===== src/rtl/core/mse_pkg.sv =====
// Shared types and constants for the merge sort engine.
// No dependencies; imported by every module of the block.
`default_nettype none

package mse_pkg;

   localparam int MSE_MAX_ITEMS  = 64;
   localparam int MSE_DATA_WIDTH = 32;

   typedef enum logic [2:0] {
      ST_LOAD = 3'b001,
      ST_SORT = 3'b010,
      ST_EMIT = 3'b100
   } mse_state_type;

   // Bank control from the sequencer to the two memories.
   typedef struct packed {
      logic we_store;   // write element store
      logic we_merge;   // write merge buffer
      logic src_sel;    // 1: current read data comes from merge buffer
   } mse_bank_ctrl_type;

endpackage

`default_nettype wire


===== src/rtl/core/mse_seq.sv =====
// Sequencer of the merge sort engine: load, bottom-up merge passes, emit.
// Drives both memory banks and holds the result register. Uses mse_pkg.
`default_nettype none

module mse_seq #(
   parameter int MAX_ITEMS  = mse_pkg::MSE_MAX_ITEMS,
   parameter int DATA_WIDTH = mse_pkg::MSE_DATA_WIDTH,
   parameter int AW         = $clog2(MAX_ITEMS)
) (
   input  wire logic                         clock,
   input  wire logic                         reset,
   input  wire logic                         req_valid,
   output logic                              req_ready,
   input  wire logic signed [DATA_WIDTH-1:0] req_value,
   input  wire logic                         req_is_final,
   output logic                              rsp_valid,
   input  wire logic                         rsp_ready,
   output logic signed      [DATA_WIDTH-1:0] rsp_sorted_value,
   output logic                              rsp_end_of_set,
   output logic                              rsp_dropped,
   output mse_pkg::mse_bank_ctrl_type        bank_ctrl,
   output logic             [AW-1:0]         waddr,
   output logic             [DATA_WIDTH-1:0] wdata,
   output logic             [AW-1:0]         raddr_a,
   output logic             [AW-1:0]         raddr_b,
   input  wire logic        [DATA_WIDTH-1:0] rd_a,
   input  wire logic        [DATA_WIDTH-1:0] rd_b
);
   import mse_pkg::*;

   localparam int CW = $clog2(MAX_ITEMS + 1);
   localparam int PW = CW + 1;
   localparam logic [CW-1:0] MAXC = CW'(MAX_ITEMS);

   mse_state_type state_ff, state_in;
   logic [CW-1:0] cnt_ff, cnt_in;
   logic          ovf_ff, ovf_in;
   logic          src_sel_ff, src_sel_in;
   // l/r: heads of left and right run (also the read addresses in flight)
   logic [PW-1:0] l_ff, l_in, r_ff, r_in, k_ff, k_in;
   logic [PW-1:0] mid_ff, mid_in, hi_ff, hi_in, wid_ff, wid_in;
   logic          rsp_valid_ff, rsp_valid_in;
   logic [DATA_WIDTH-1:0] out_val_ff, out_val_in;
   logic          end_ff, end_in, drop_ff, drop_in;

   logic [PW-1:0] n_x, wid2, mid_nx, hi_nx, sum_a, sum_b;
   logic [CW-1:0] n_new;
   logic          take_left, load_out;

   assign n_x = {1'b0, cnt_ff};
   assign take_left = (l_ff < mid_ff) &&
                      ((r_ff >= hi_ff) || ($signed(rd_a) < $signed(rd_b)));
   assign load_out = !rsp_valid_ff || rsp_ready;
   assign wid2 = wid_ff << 1;

   always_comb begin
      state_in     = state_ff;
      cnt_in       = cnt_ff;
      ovf_in       = ovf_ff;
      src_sel_in   = src_sel_ff;
      l_in         = l_ff;
      r_in         = r_ff;
      k_in         = k_ff;
      mid_in       = mid_ff;
      hi_in        = hi_ff;
      wid_in       = wid_ff;
      rsp_valid_in = rsp_valid_ff && !rsp_ready;
      out_val_in   = out_val_ff;
      end_in       = end_ff;
      drop_in      = drop_ff;
      bank_ctrl    = '{we_store: 1'b0, we_merge: 1'b0, src_sel: src_sel_ff};
      waddr        = k_ff[AW-1:0];
      wdata        = take_left ? rd_a : rd_b;
      req_ready    = 1'b0;
      n_new        = cnt_ff;
      mid_nx       = '0;
      hi_nx        = '0;
      sum_a        = '0;
      sum_b        = '0;

      unique case (state_ff)
         ST_LOAD: begin
            req_ready = 1'b1;
            waddr     = cnt_ff[AW-1:0];
            wdata     = req_value;
            if (req_valid) begin
               if (cnt_ff < MAXC) begin
                  bank_ctrl.we_store = 1'b1;
                  n_new              = cnt_ff + 1'b1;
               end else begin
                  ovf_in = 1'b1;
               end
               cnt_in = n_new;
               if (req_is_final) begin
                  src_sel_in = 1'b0;
                  wid_in     = PW'(1);
                  l_in       = '0;
                  r_in       = PW'(1);
                  k_in       = '0;
                  mid_in     = PW'(1);
                  hi_in      = (n_new > CW'(2)) ? PW'(2) : {1'b0, n_new};
                  state_in   = (n_new == CW'(1)) ? ST_EMIT : ST_SORT;
               end
            end
         end

         ST_SORT: begin
            bank_ctrl.we_merge = !src_sel_ff;
            bank_ctrl.we_store = src_sel_ff;
            if (take_left) begin
               l_in = l_ff + 1'b1;
            end else begin
               r_in = r_ff + 1'b1;
            end
            k_in = k_ff + 1'b1;
            if (k_in == hi_ff) begin
               if (hi_ff == n_x) begin
                  // pass done: swap banks; then either emit or double the run width
                  src_sel_in = !src_sel_ff;
                  l_in       = '0;
                  if (wid2 >= n_x) begin
                     state_in = ST_EMIT;
                  end else begin
                     sum_b  = wid2 + wid2;
                     hi_nx  = (sum_b > n_x) ? n_x : sum_b;
                     wid_in = wid2;
                     k_in   = '0;
                     mid_in = wid2;
                     r_in   = wid2;
                     hi_in  = hi_nx;
                  end
               end else begin
                  // next pair of runs starts where this one ended
                  sum_a  = hi_ff + wid_ff;
                  mid_nx = (sum_a > n_x) ? n_x : sum_a;
                  sum_b  = mid_nx + wid_ff;
                  hi_nx  = (sum_b > n_x) ? n_x : sum_b;
                  l_in   = hi_ff;
                  r_in   = mid_nx;
                  mid_in = mid_nx;
                  hi_in  = hi_nx;
               end
            end
         end

         ST_EMIT: begin
            if (load_out) begin
               rsp_valid_in = 1'b1;
               out_val_in   = rd_a;
               end_in       = ((l_ff + 1'b1) == n_x);
               drop_in      = ovf_ff;
               l_in         = l_ff + 1'b1;
               if (end_in) begin
                  state_in = ST_LOAD;
                  cnt_in   = '0;
                  ovf_in   = 1'b0;
                  l_in     = '0;
                  r_in     = PW'(1);
               end
            end
         end

         default: begin
            state_in = ST_LOAD;
         end
      endcase
   end

   assign raddr_a = l_in[AW-1:0];
   assign raddr_b = r_in[AW-1:0];

   always_ff @(posedge clock) begin
      if (reset) begin
         state_ff     <= ST_LOAD;
         cnt_ff       <= '0;
         ovf_ff       <= 1'b0;
         src_sel_ff   <= 1'b0;
         l_ff         <= '0;
         r_ff         <= PW'(1);
         rsp_valid_ff <= 1'b0;
      end else begin
         state_ff     <= state_in;
         cnt_ff       <= cnt_in;
         ovf_ff       <= ovf_in;
         src_sel_ff   <= src_sel_in;
         l_ff         <= l_in;
         r_ff         <= r_in;
         rsp_valid_ff <= rsp_valid_in;
      end
   end

   always_ff @(posedge clock) begin
      k_ff       <= k_in;
      mid_ff     <= mid_in;
      hi_ff      <= hi_in;
      wid_ff     <= wid_in;
      out_val_ff <= out_val_in;
      end_ff     <= end_in;
      drop_ff    <= drop_in;
   end

   assign rsp_valid        = rsp_valid_ff;
   assign rsp_sorted_value = out_val_ff;
   assign rsp_end_of_set   = end_ff;
   assign rsp_dropped      = drop_ff;

   a_sort_k_range: assert property (@(posedge clock) disable iff (reset)
      (state_ff == ST_SORT) |-> (k_ff < n_x))
      else $error("merge write index beyond set size");

   a_sort_ptr_sum: assert property (@(posedge clock) disable iff (reset)
      (state_ff == ST_SORT) |-> ((k_ff + mid_ff) == (l_ff + r_ff)))
      else $error("merge pointers out of step with write index");

   a_emit_start: assert property (@(posedge clock) disable iff (reset)
      $rose(state_ff == ST_EMIT) |-> (l_ff == '0))
      else $error("emit does not start at element zero");

   a_cnt_cap: assert property (@(posedge clock) disable iff (reset)
      cnt_ff <= MAXC)
      else $error("element count above capacity");

   a_end_returns: assert property (@(posedge clock) disable iff (reset)
      ((state_ff == ST_EMIT) && load_out && end_in) |=>
      ((state_ff == ST_LOAD) && (cnt_ff == '0) && !ovf_ff))
      else $error("last word of set did not return to load");

endmodule

`default_nettype wire


===== config.mk =====
export PLATFORM = sky130hd
export DESIGN_NAME = mse_seq
export DESIGN_NICKNAME = d
export VERILOG_FILES = /design/src/rtl/core/mse_pkg.sv /design/src/rtl/core/mse_seq.sv
export SDC_FILE = /design/constraint.sdc
export NUM_CORES = 1
export LEC_CHECK = 0
export BUFFER_PORTS_ARGS = -buffer_cell sky130_fd_sc_hd__buf_4
export CORE_MARGIN = 2
export CORE_UTILIZATION = 50
export DETAILED_ROUTE_END_ITERATION = 12
export PLACE_DENSITY = 0.78
export SLEW_MARGIN = 5
export SYNTH_ARGS = -nofsm -noshare
export SYNTH_HDL_FRONTEND = slang
export SYNTH_SLANG_ARGS = --single-unit
export TNS_END_PERCENT = 5

===== constraint.sdc =====
create_clock -name clock -period 6.1 [get_ports clock]
set_input_delay 1.83 -clock clock [delete_from_list [all_inputs] [get_ports clock]]
set_output_delay 1.83 -clock clock [all_outputs]
set_load 0.02 [all_outputs]

# Yosys cells after proc, flatten, opt, wreduce, memory -nomap -nowiden

Cells that the tools add are included.
Widths: inputs -> output; s select.

Bits in registers: 95
Bits of input ports: 101
Output and inout port bits: 89
Logic and storage cells: 148

$add $sub $neg: 7
Magnitude comparators: 9
Equal/unequal tests: 18
Mux-type cells: 78
Reduce and logical (&&, ||, !) cells: 20

Operators with widths:

| kind                | number |
|---|---|
| $mux 8              | 35 |
| $mux 32             | 2 |
| $pmux 8 s2          | 4 |
| $mux 7              | 7 |
| $pmux 8 s3          | 2 |
| $lt 32x32->1        | 1 |
| $reduce_and 5->1    | 5 |
| $add 8x1->8 const B | 3 |
| $add 8x8->8         | 3 |
| $gt 8x7->1          | 3 |
| $mux 3              | 8 |
| $ne 2x2->1 const B  | 9 |
| $eq 8x7->1          | 2 |
| $mux 1              | 14 |
| $pmux 7 s2          | 1 |
| $pmux 3 s3          | 1 |
| $eq 8x8->1          | 1 |
| $ge 8x7->1          | 1 |
| $ge 8x8->1          | 1 |
| $lt 8x8->1          | 1 |
| $add 7x1->7 const B | 1 |
| $eq 7x1->1 const B  | 1 |
| $gt 7x2->1 const B  | 1 |
| $lt 7x7->1 const B  | 1 |
| other kinds (16)    | 24 |

# Longest topological paths before layout

Word-level depth: 9
Gate-level depth with buffers: 29
Depth with buffers taken out: 28

# Worst setup path before layout

No wires, ideal clock.

Path type: register -> register
Start point: register wid_ff[0]
End point: register hi_ff[6], data pin
Arrival time: 5.826 ns
Data required time: 5.831 ns
Slack: 0.005 ns
Stages on the path, launching flop included: 28
Buffers on the path: 1
Period minus slack after synthesis: 6.095 ns
Cell sequence: edfxtp_1 > ha_1 > fa_1 > a21o_1 > a21oi_1 > o21bai_1 > a21oi_1 > xnor2_1 > ha_1 > a2111o_1 > a31oi_1 > o2bb2ai_1 > nor2_2 > mux2i_1 > ha_1 > inv_1 > fa_1 > inv_1 > ha_1 > nor2b_1 > o21a_1 > o21ai_0 > a21oi_1 > a2111oi_0 > o221ai_2 > buf_2 > o221ai_1 > a31oi_1

Word-level cells in the longest chain between the ends: 9
Elaborated cells between the ends (all ways): 13
Those cells by class: add/sub (3); order compare (3); mux (7)

RTL lines:

| item                   | RTL line       | RTL |
|---|---|---|
| from (decl)            | mse_seq.sv:41  | `logic [PW-1:0] mid_ff, mid_in, hi_ff, hi_in, wid_ff, wid_in;` |
| from (signal assigned) | mse_seq.sv:196 | `wid_ff <= wid_in;` |
| $add 8x8->8            | mse_seq.sv:134 | `sum_a = hi_ff + wid_ff;` |
| $gt 8x7->1             | mse_seq.sv:135 | `mid_nx = (sum_a > n_x) ? n_x : sum_a;` |
| $mux 8                 | mse_seq.sv:135 |  |
| $add 8x8->8            | mse_seq.sv:136 | `sum_b = mid_nx + wid_ff;` |
| $gt 8x7->1             | mse_seq.sv:137 | `hi_nx = (sum_b > n_x) ? n_x : sum_b;` |
| $mux 8                 | mse_seq.sv:137 |  |
| $mux 8 (*)             | mse_seq.sv:117 | `if (hi_ff == n_x) begin` |
| $mux 8 (*)             | mse_seq.sv:116 | `if (k_in == hi_ff) begin` |
| $pmux 8 s2 (*)         | mse_seq.sv:81  | `unique case (state_ff)` |
| via hi_in[6]           | mse_seq.sv:41  |  |
| to (signal assigned)   | mse_seq.sv:195 | `hi_ff <= hi_in;` |
| to (decl)              | mse_seq.sv:41  |  |

Mark *: on every way through the listed nets, which the timed path passes. The rest lies on a longest branch. The select of a mux whose other input is x is not followed.
A chain may end at the register's enable or synchronous reset.

# Final worst setup path

Start point: register wid_ff[0]
End point: output raddr_b[4]

Word-level cells in the longest chain between the ends: 6
Elaborated cells between the ends (all ways): 8
Those cells by class: add/sub (1); order compare (2); mux (5)

RTL lines:

| item           | RTL line       | RTL |
|---|---|---|
| $add 8x8->8    | mse_seq.sv:134 |  |
| $gt 8x7->1     | mse_seq.sv:135 |  |
| $mux 8         | mse_seq.sv:135 |  |
| $mux 8 (*)     | mse_seq.sv:117 |  |
| $mux 8 (*)     | mse_seq.sv:116 |  |
| $pmux 8 s3 (*) | mse_seq.sv:81  |  |
| to (decl)      | mse_seq.sv:25  | `output logic [AW-1:0] raddr_b,` |

Every way passes the cells marked *; elsewhere a longest branch is shown, timed or not.

==> results.toml <==
[sta]
setup_ws_ps = -171
fin_worst_skew_ps = 12.8
fin_hold_ws_ps = 436
maxSlewViolCount = 0
max_freq_ghz = 0.159
worst_slew_pin_slew_ps = 855
final.period_utilization_pct = 103
slew-limit-headroom_pct = 42.9
timing.final.hold_violations = 0
final_period_minus_worst_setup_slack_ps = 6270
grt_setup_unrepaired = "yes"
timing.final.setup_violations = 11

[floorplanning]
die_h_um = 133
core_um2 = 16400
fp-row-count = 47
die-area_um2 = 17700
total_i_o_pin_count = 190
initial_utilization_pct = 50.6
chipWidth_um = 133

[global_route]
globalRouteTotalUtil_pct = 30.7
grt_overflow_total = 0
antenna_violations_before_repair = 0
grt_first_pass_wirelength_um = 42100
maximum_number_of_pins_on_one_net_before_global_route_repair = 66
via_count_of_the_first_global_routing_pass = 7876

[outcome]
run_status = "finished with violations"
violations = "negative setup slack"

[layout]
antenna_cell_count = 0
finish.net_count = 1370
post_route_cells_drive_above_1_share_pct = 31.6
layout-area-overhead-vs-synth_pct = 33.7

[cts]
cts.clk_slew.worst_paths_ps = 70
htreeDepth = 3
cts.path.max_buffers = 2
cts_tree = "done"
numCtsBuffers = 9
root_buffer = "clkbuf_16"
clock_latency_ps = 370
cts_num_sinks = 95

[yosys]
synth_edf_count = 66
async_reset_ff_share_pct = 0
synth_top_family_by_area = "compound AO/OA/AOI/OAI gates"
synth_fa_ha_area_share_pct = 14.0
seq_area_frac_synth_pct = 30.9
synthesis.nets = 1130
syn-cell-area_um2 = 8300
synth.mux.area_fraction_pct = 5.47
avgSynthCellArea_um2 = 8.86
synth_xor_area_share_pct = 6.55
post_synth_and_or_nand_nor_area_fraction_pct = 16.0
synth-main-ff-cell = "edfxtp_1"
synth_compound_gate_area_share_pct = 19.9
ys_seq_elements = 95
syn_inst = 937
netlist-cell-type-count = 84
synth.yosys.warnings = 0

[pwr]
peak_vdd_ir_mv = 0.820
power_frac_comb_pct = 73.1
internal-power_mw = 2.97
sw_frac_of_total_pct = 45.3
power.share.clock_pct = 10.5
power.sequential.fraction_pct = 16.5
p_leak_nw = 5.06
total_power_per_unit_cell_area_nw_per_um2 = 489
power.switching_mw = 2.46

[min_path]
worst_min_path_class = "flop to flop"

[routing]
avgViaCountPerCell = 5.97
drt-initial-drc-count = 663
routed_wirelength_um = 28200
wl_per_cell_um = 20.1
first_pass_iters = 5
antenna_viol_nets_final = 0
drt_drc_violations_left = 0
detailroute.via_count = 8366

[place]
detailed_place_hpwl_um = 21100
gpl.final_weighted_congestion = 0.955
portBuffers = 189
pre_cts_ws_ps = -103

[worst_setup_path]
crit_required_ps = 4270
setup.worst_path.start_class = "flop"
crit_arrival_ps = 4440
critical_path.endpoint_type = "primary output"
critical_path.max_fanout = 5
worst-setup-path-type = "flop to primary output"

[run]
max-cap-violations = 0
synthesized netlist by cell type (4+ instances only):
master,instances,area [um2]
ha_1,90,1130
nand2_1,86,323
inv_1,79,297
edfxtp_1,66,1980
a21oi_1,63,315
nor2_1,48,180
o21ai_0,48,240
mux2i_1,42,420
dfxtp_1,29,581
xnor2_1,29,254
clkbuf_1,24,90.1
nand3_1,22,110
o21ai_1,22,110
xor2_1,21,184
buf_4,17,128
a21o_1,16,120
nor3_1,16,80.1
nand4_1,15,93.8
a31oi_1,13,81.3
o22ai_1,13,81.3
and2_1,12,75.1
buf_2,12,60.1
a211oi_1,10,75.1
and3_1,10,62.6
o21a_1,8,60.1
o2111ai_1,7,61.3
nand2b_1,6,37.5
a22oi_1,5,37.5
or2_2,5,31.3
or3_1,5,31.3
a211o_1,4,35.0
a22o_1,4,35.0
nor2_2,4,25.0
nor2b_1,4,25.0
o21bai_1,4,30.0
o221ai_1,4,35.0
xnor3_1,4,90.1
cell families after synthesis:
group	Yosys count
mux	45
simple gates	258
fa+ha+maj	92
buf+inv	134
compound gates	257
xor+xnor	55
other cells	1
flops	95
power groups by stage:
stage                     Clock (mW)  Combinational [mW]  Sequential (mW)
final                          0.569                3.97            0.895
after global routing           0.593                4.25            0.903
after CTS                      0.574                3.57            0.889
after detailed placement           0                3.48            0.902
after global placement             0                3.41            0.901
after floorplan                    0                2.04            0.914
worst max-delay path, stage by stage (launching register included):
cell,delay [ps]
edfxtp_1,440
ha_4,200
fa_2,380
a21o_1,220
a21oi_4,190
o21bai_1,120
a21oi_1,230
xnor2_1,180
ha_2,320
o21a_1,110
o22ai_1,150
o2bb2ai_1,110
nor2_2,150
buf_6,130
buf_6,100
buf_6,110
buf_12,110
mux2i_2,270
buf_4,160
o21a_1,170
o21ai_2,90
buf_6,140
routing by layer:
metal | up-vias | GRT usage [%] | routed length [um]
li1 | 3907 | - | -
met1 | 3851 | 36.8 | 10500
met2 | 487 | 51.9 | 13500
met3 | 121 | 4.79 | 2440
met4 | 0 | 18.3 | 1750
met5 | - | 0 | 0
area by class of cell:
class                           count  area [um2]
Clock buffer                       10         239
Clock inverter                      6        51.3
Fill cell                        1270        5310
Inverter                           79         297
Multi-Input combinational cell    708        5450
Sequential cell                    95        2560
Tap cell                          220         275
Timing Repair Buffer              284        2230
worst paths after layout:
path                   from     endpoint  slack [ps]  cells past startpoint
setup / recovery  wid_ff[0]   raddr_b[4]        -170                     21
hold / removal       ovf_ff  rsp_dropped         440                      0
setup reg to reg  wid_ff[0]     hi_ff[5]         -40                     31
hold reg to reg      ovf_ff  rsp_dropped         440                      0
through the flow:
| stage | power, mW | setup TNS [ps] | std cells | area, um2 | utilization [%] |
|---|---|---|---|---|---|
| after floorplan | 2.95 | 0 | 937 | 8300 | - |
| after global placement | 4.31 | -631 | 1374 | 10400 | 63.3 |
| after detailed placement | 4.38 | -996 | 1374 | 10400 | 63.3 |
| after CTS | 5.03 | -92.7 | 1391 | 10800 | 65.9 |
| after global routing | 5.75 | -4810 | 1402 | 11100 | 67.7 |
| final | 5.43 | -680 | 1402 | 11100 | 67.7 |
state kept, by name, indices dropped and copies added (netlist names), 3 cells and up:
register / flops
cnt_ff: 7
hi_ff: 8
k_ff: 8
l_ff: 8
mid_ff: 8
r_ff: 8
rsp_sorted_value: 32
state_ff: 3
wid_ff: 8
layout by cell type (no fill, tap or decap), types with 16 or more instances in the layout:
cell,Yosys,layout
buf_4,17,267
xnor2_1,29,27
mux2i_1,42,38
nor2_1,48,48
o21ai_1,22,26
inv_1,79,74
o21ai_0,48,42
xor2_1,21,21
nand3_1,22,21
nand2_1,86,86
ha_1,90,80
a21oi_1,63,60
a21o_1,16,16
edfxtp_1,66,66
dfxtp_1,29,29
what timing repair did:
action | 4_1_cts | 5_1_grt
hold buffers | 0 | 0
gates resized for setup | 25 | 45
pin swaps | 9 | 32
cloned | 0 | 0
endpoints found under the setup margin | 27 | 51
buffers inserted | 1 | 12
No activity file was read; power rests on OpenSTA's default activity.
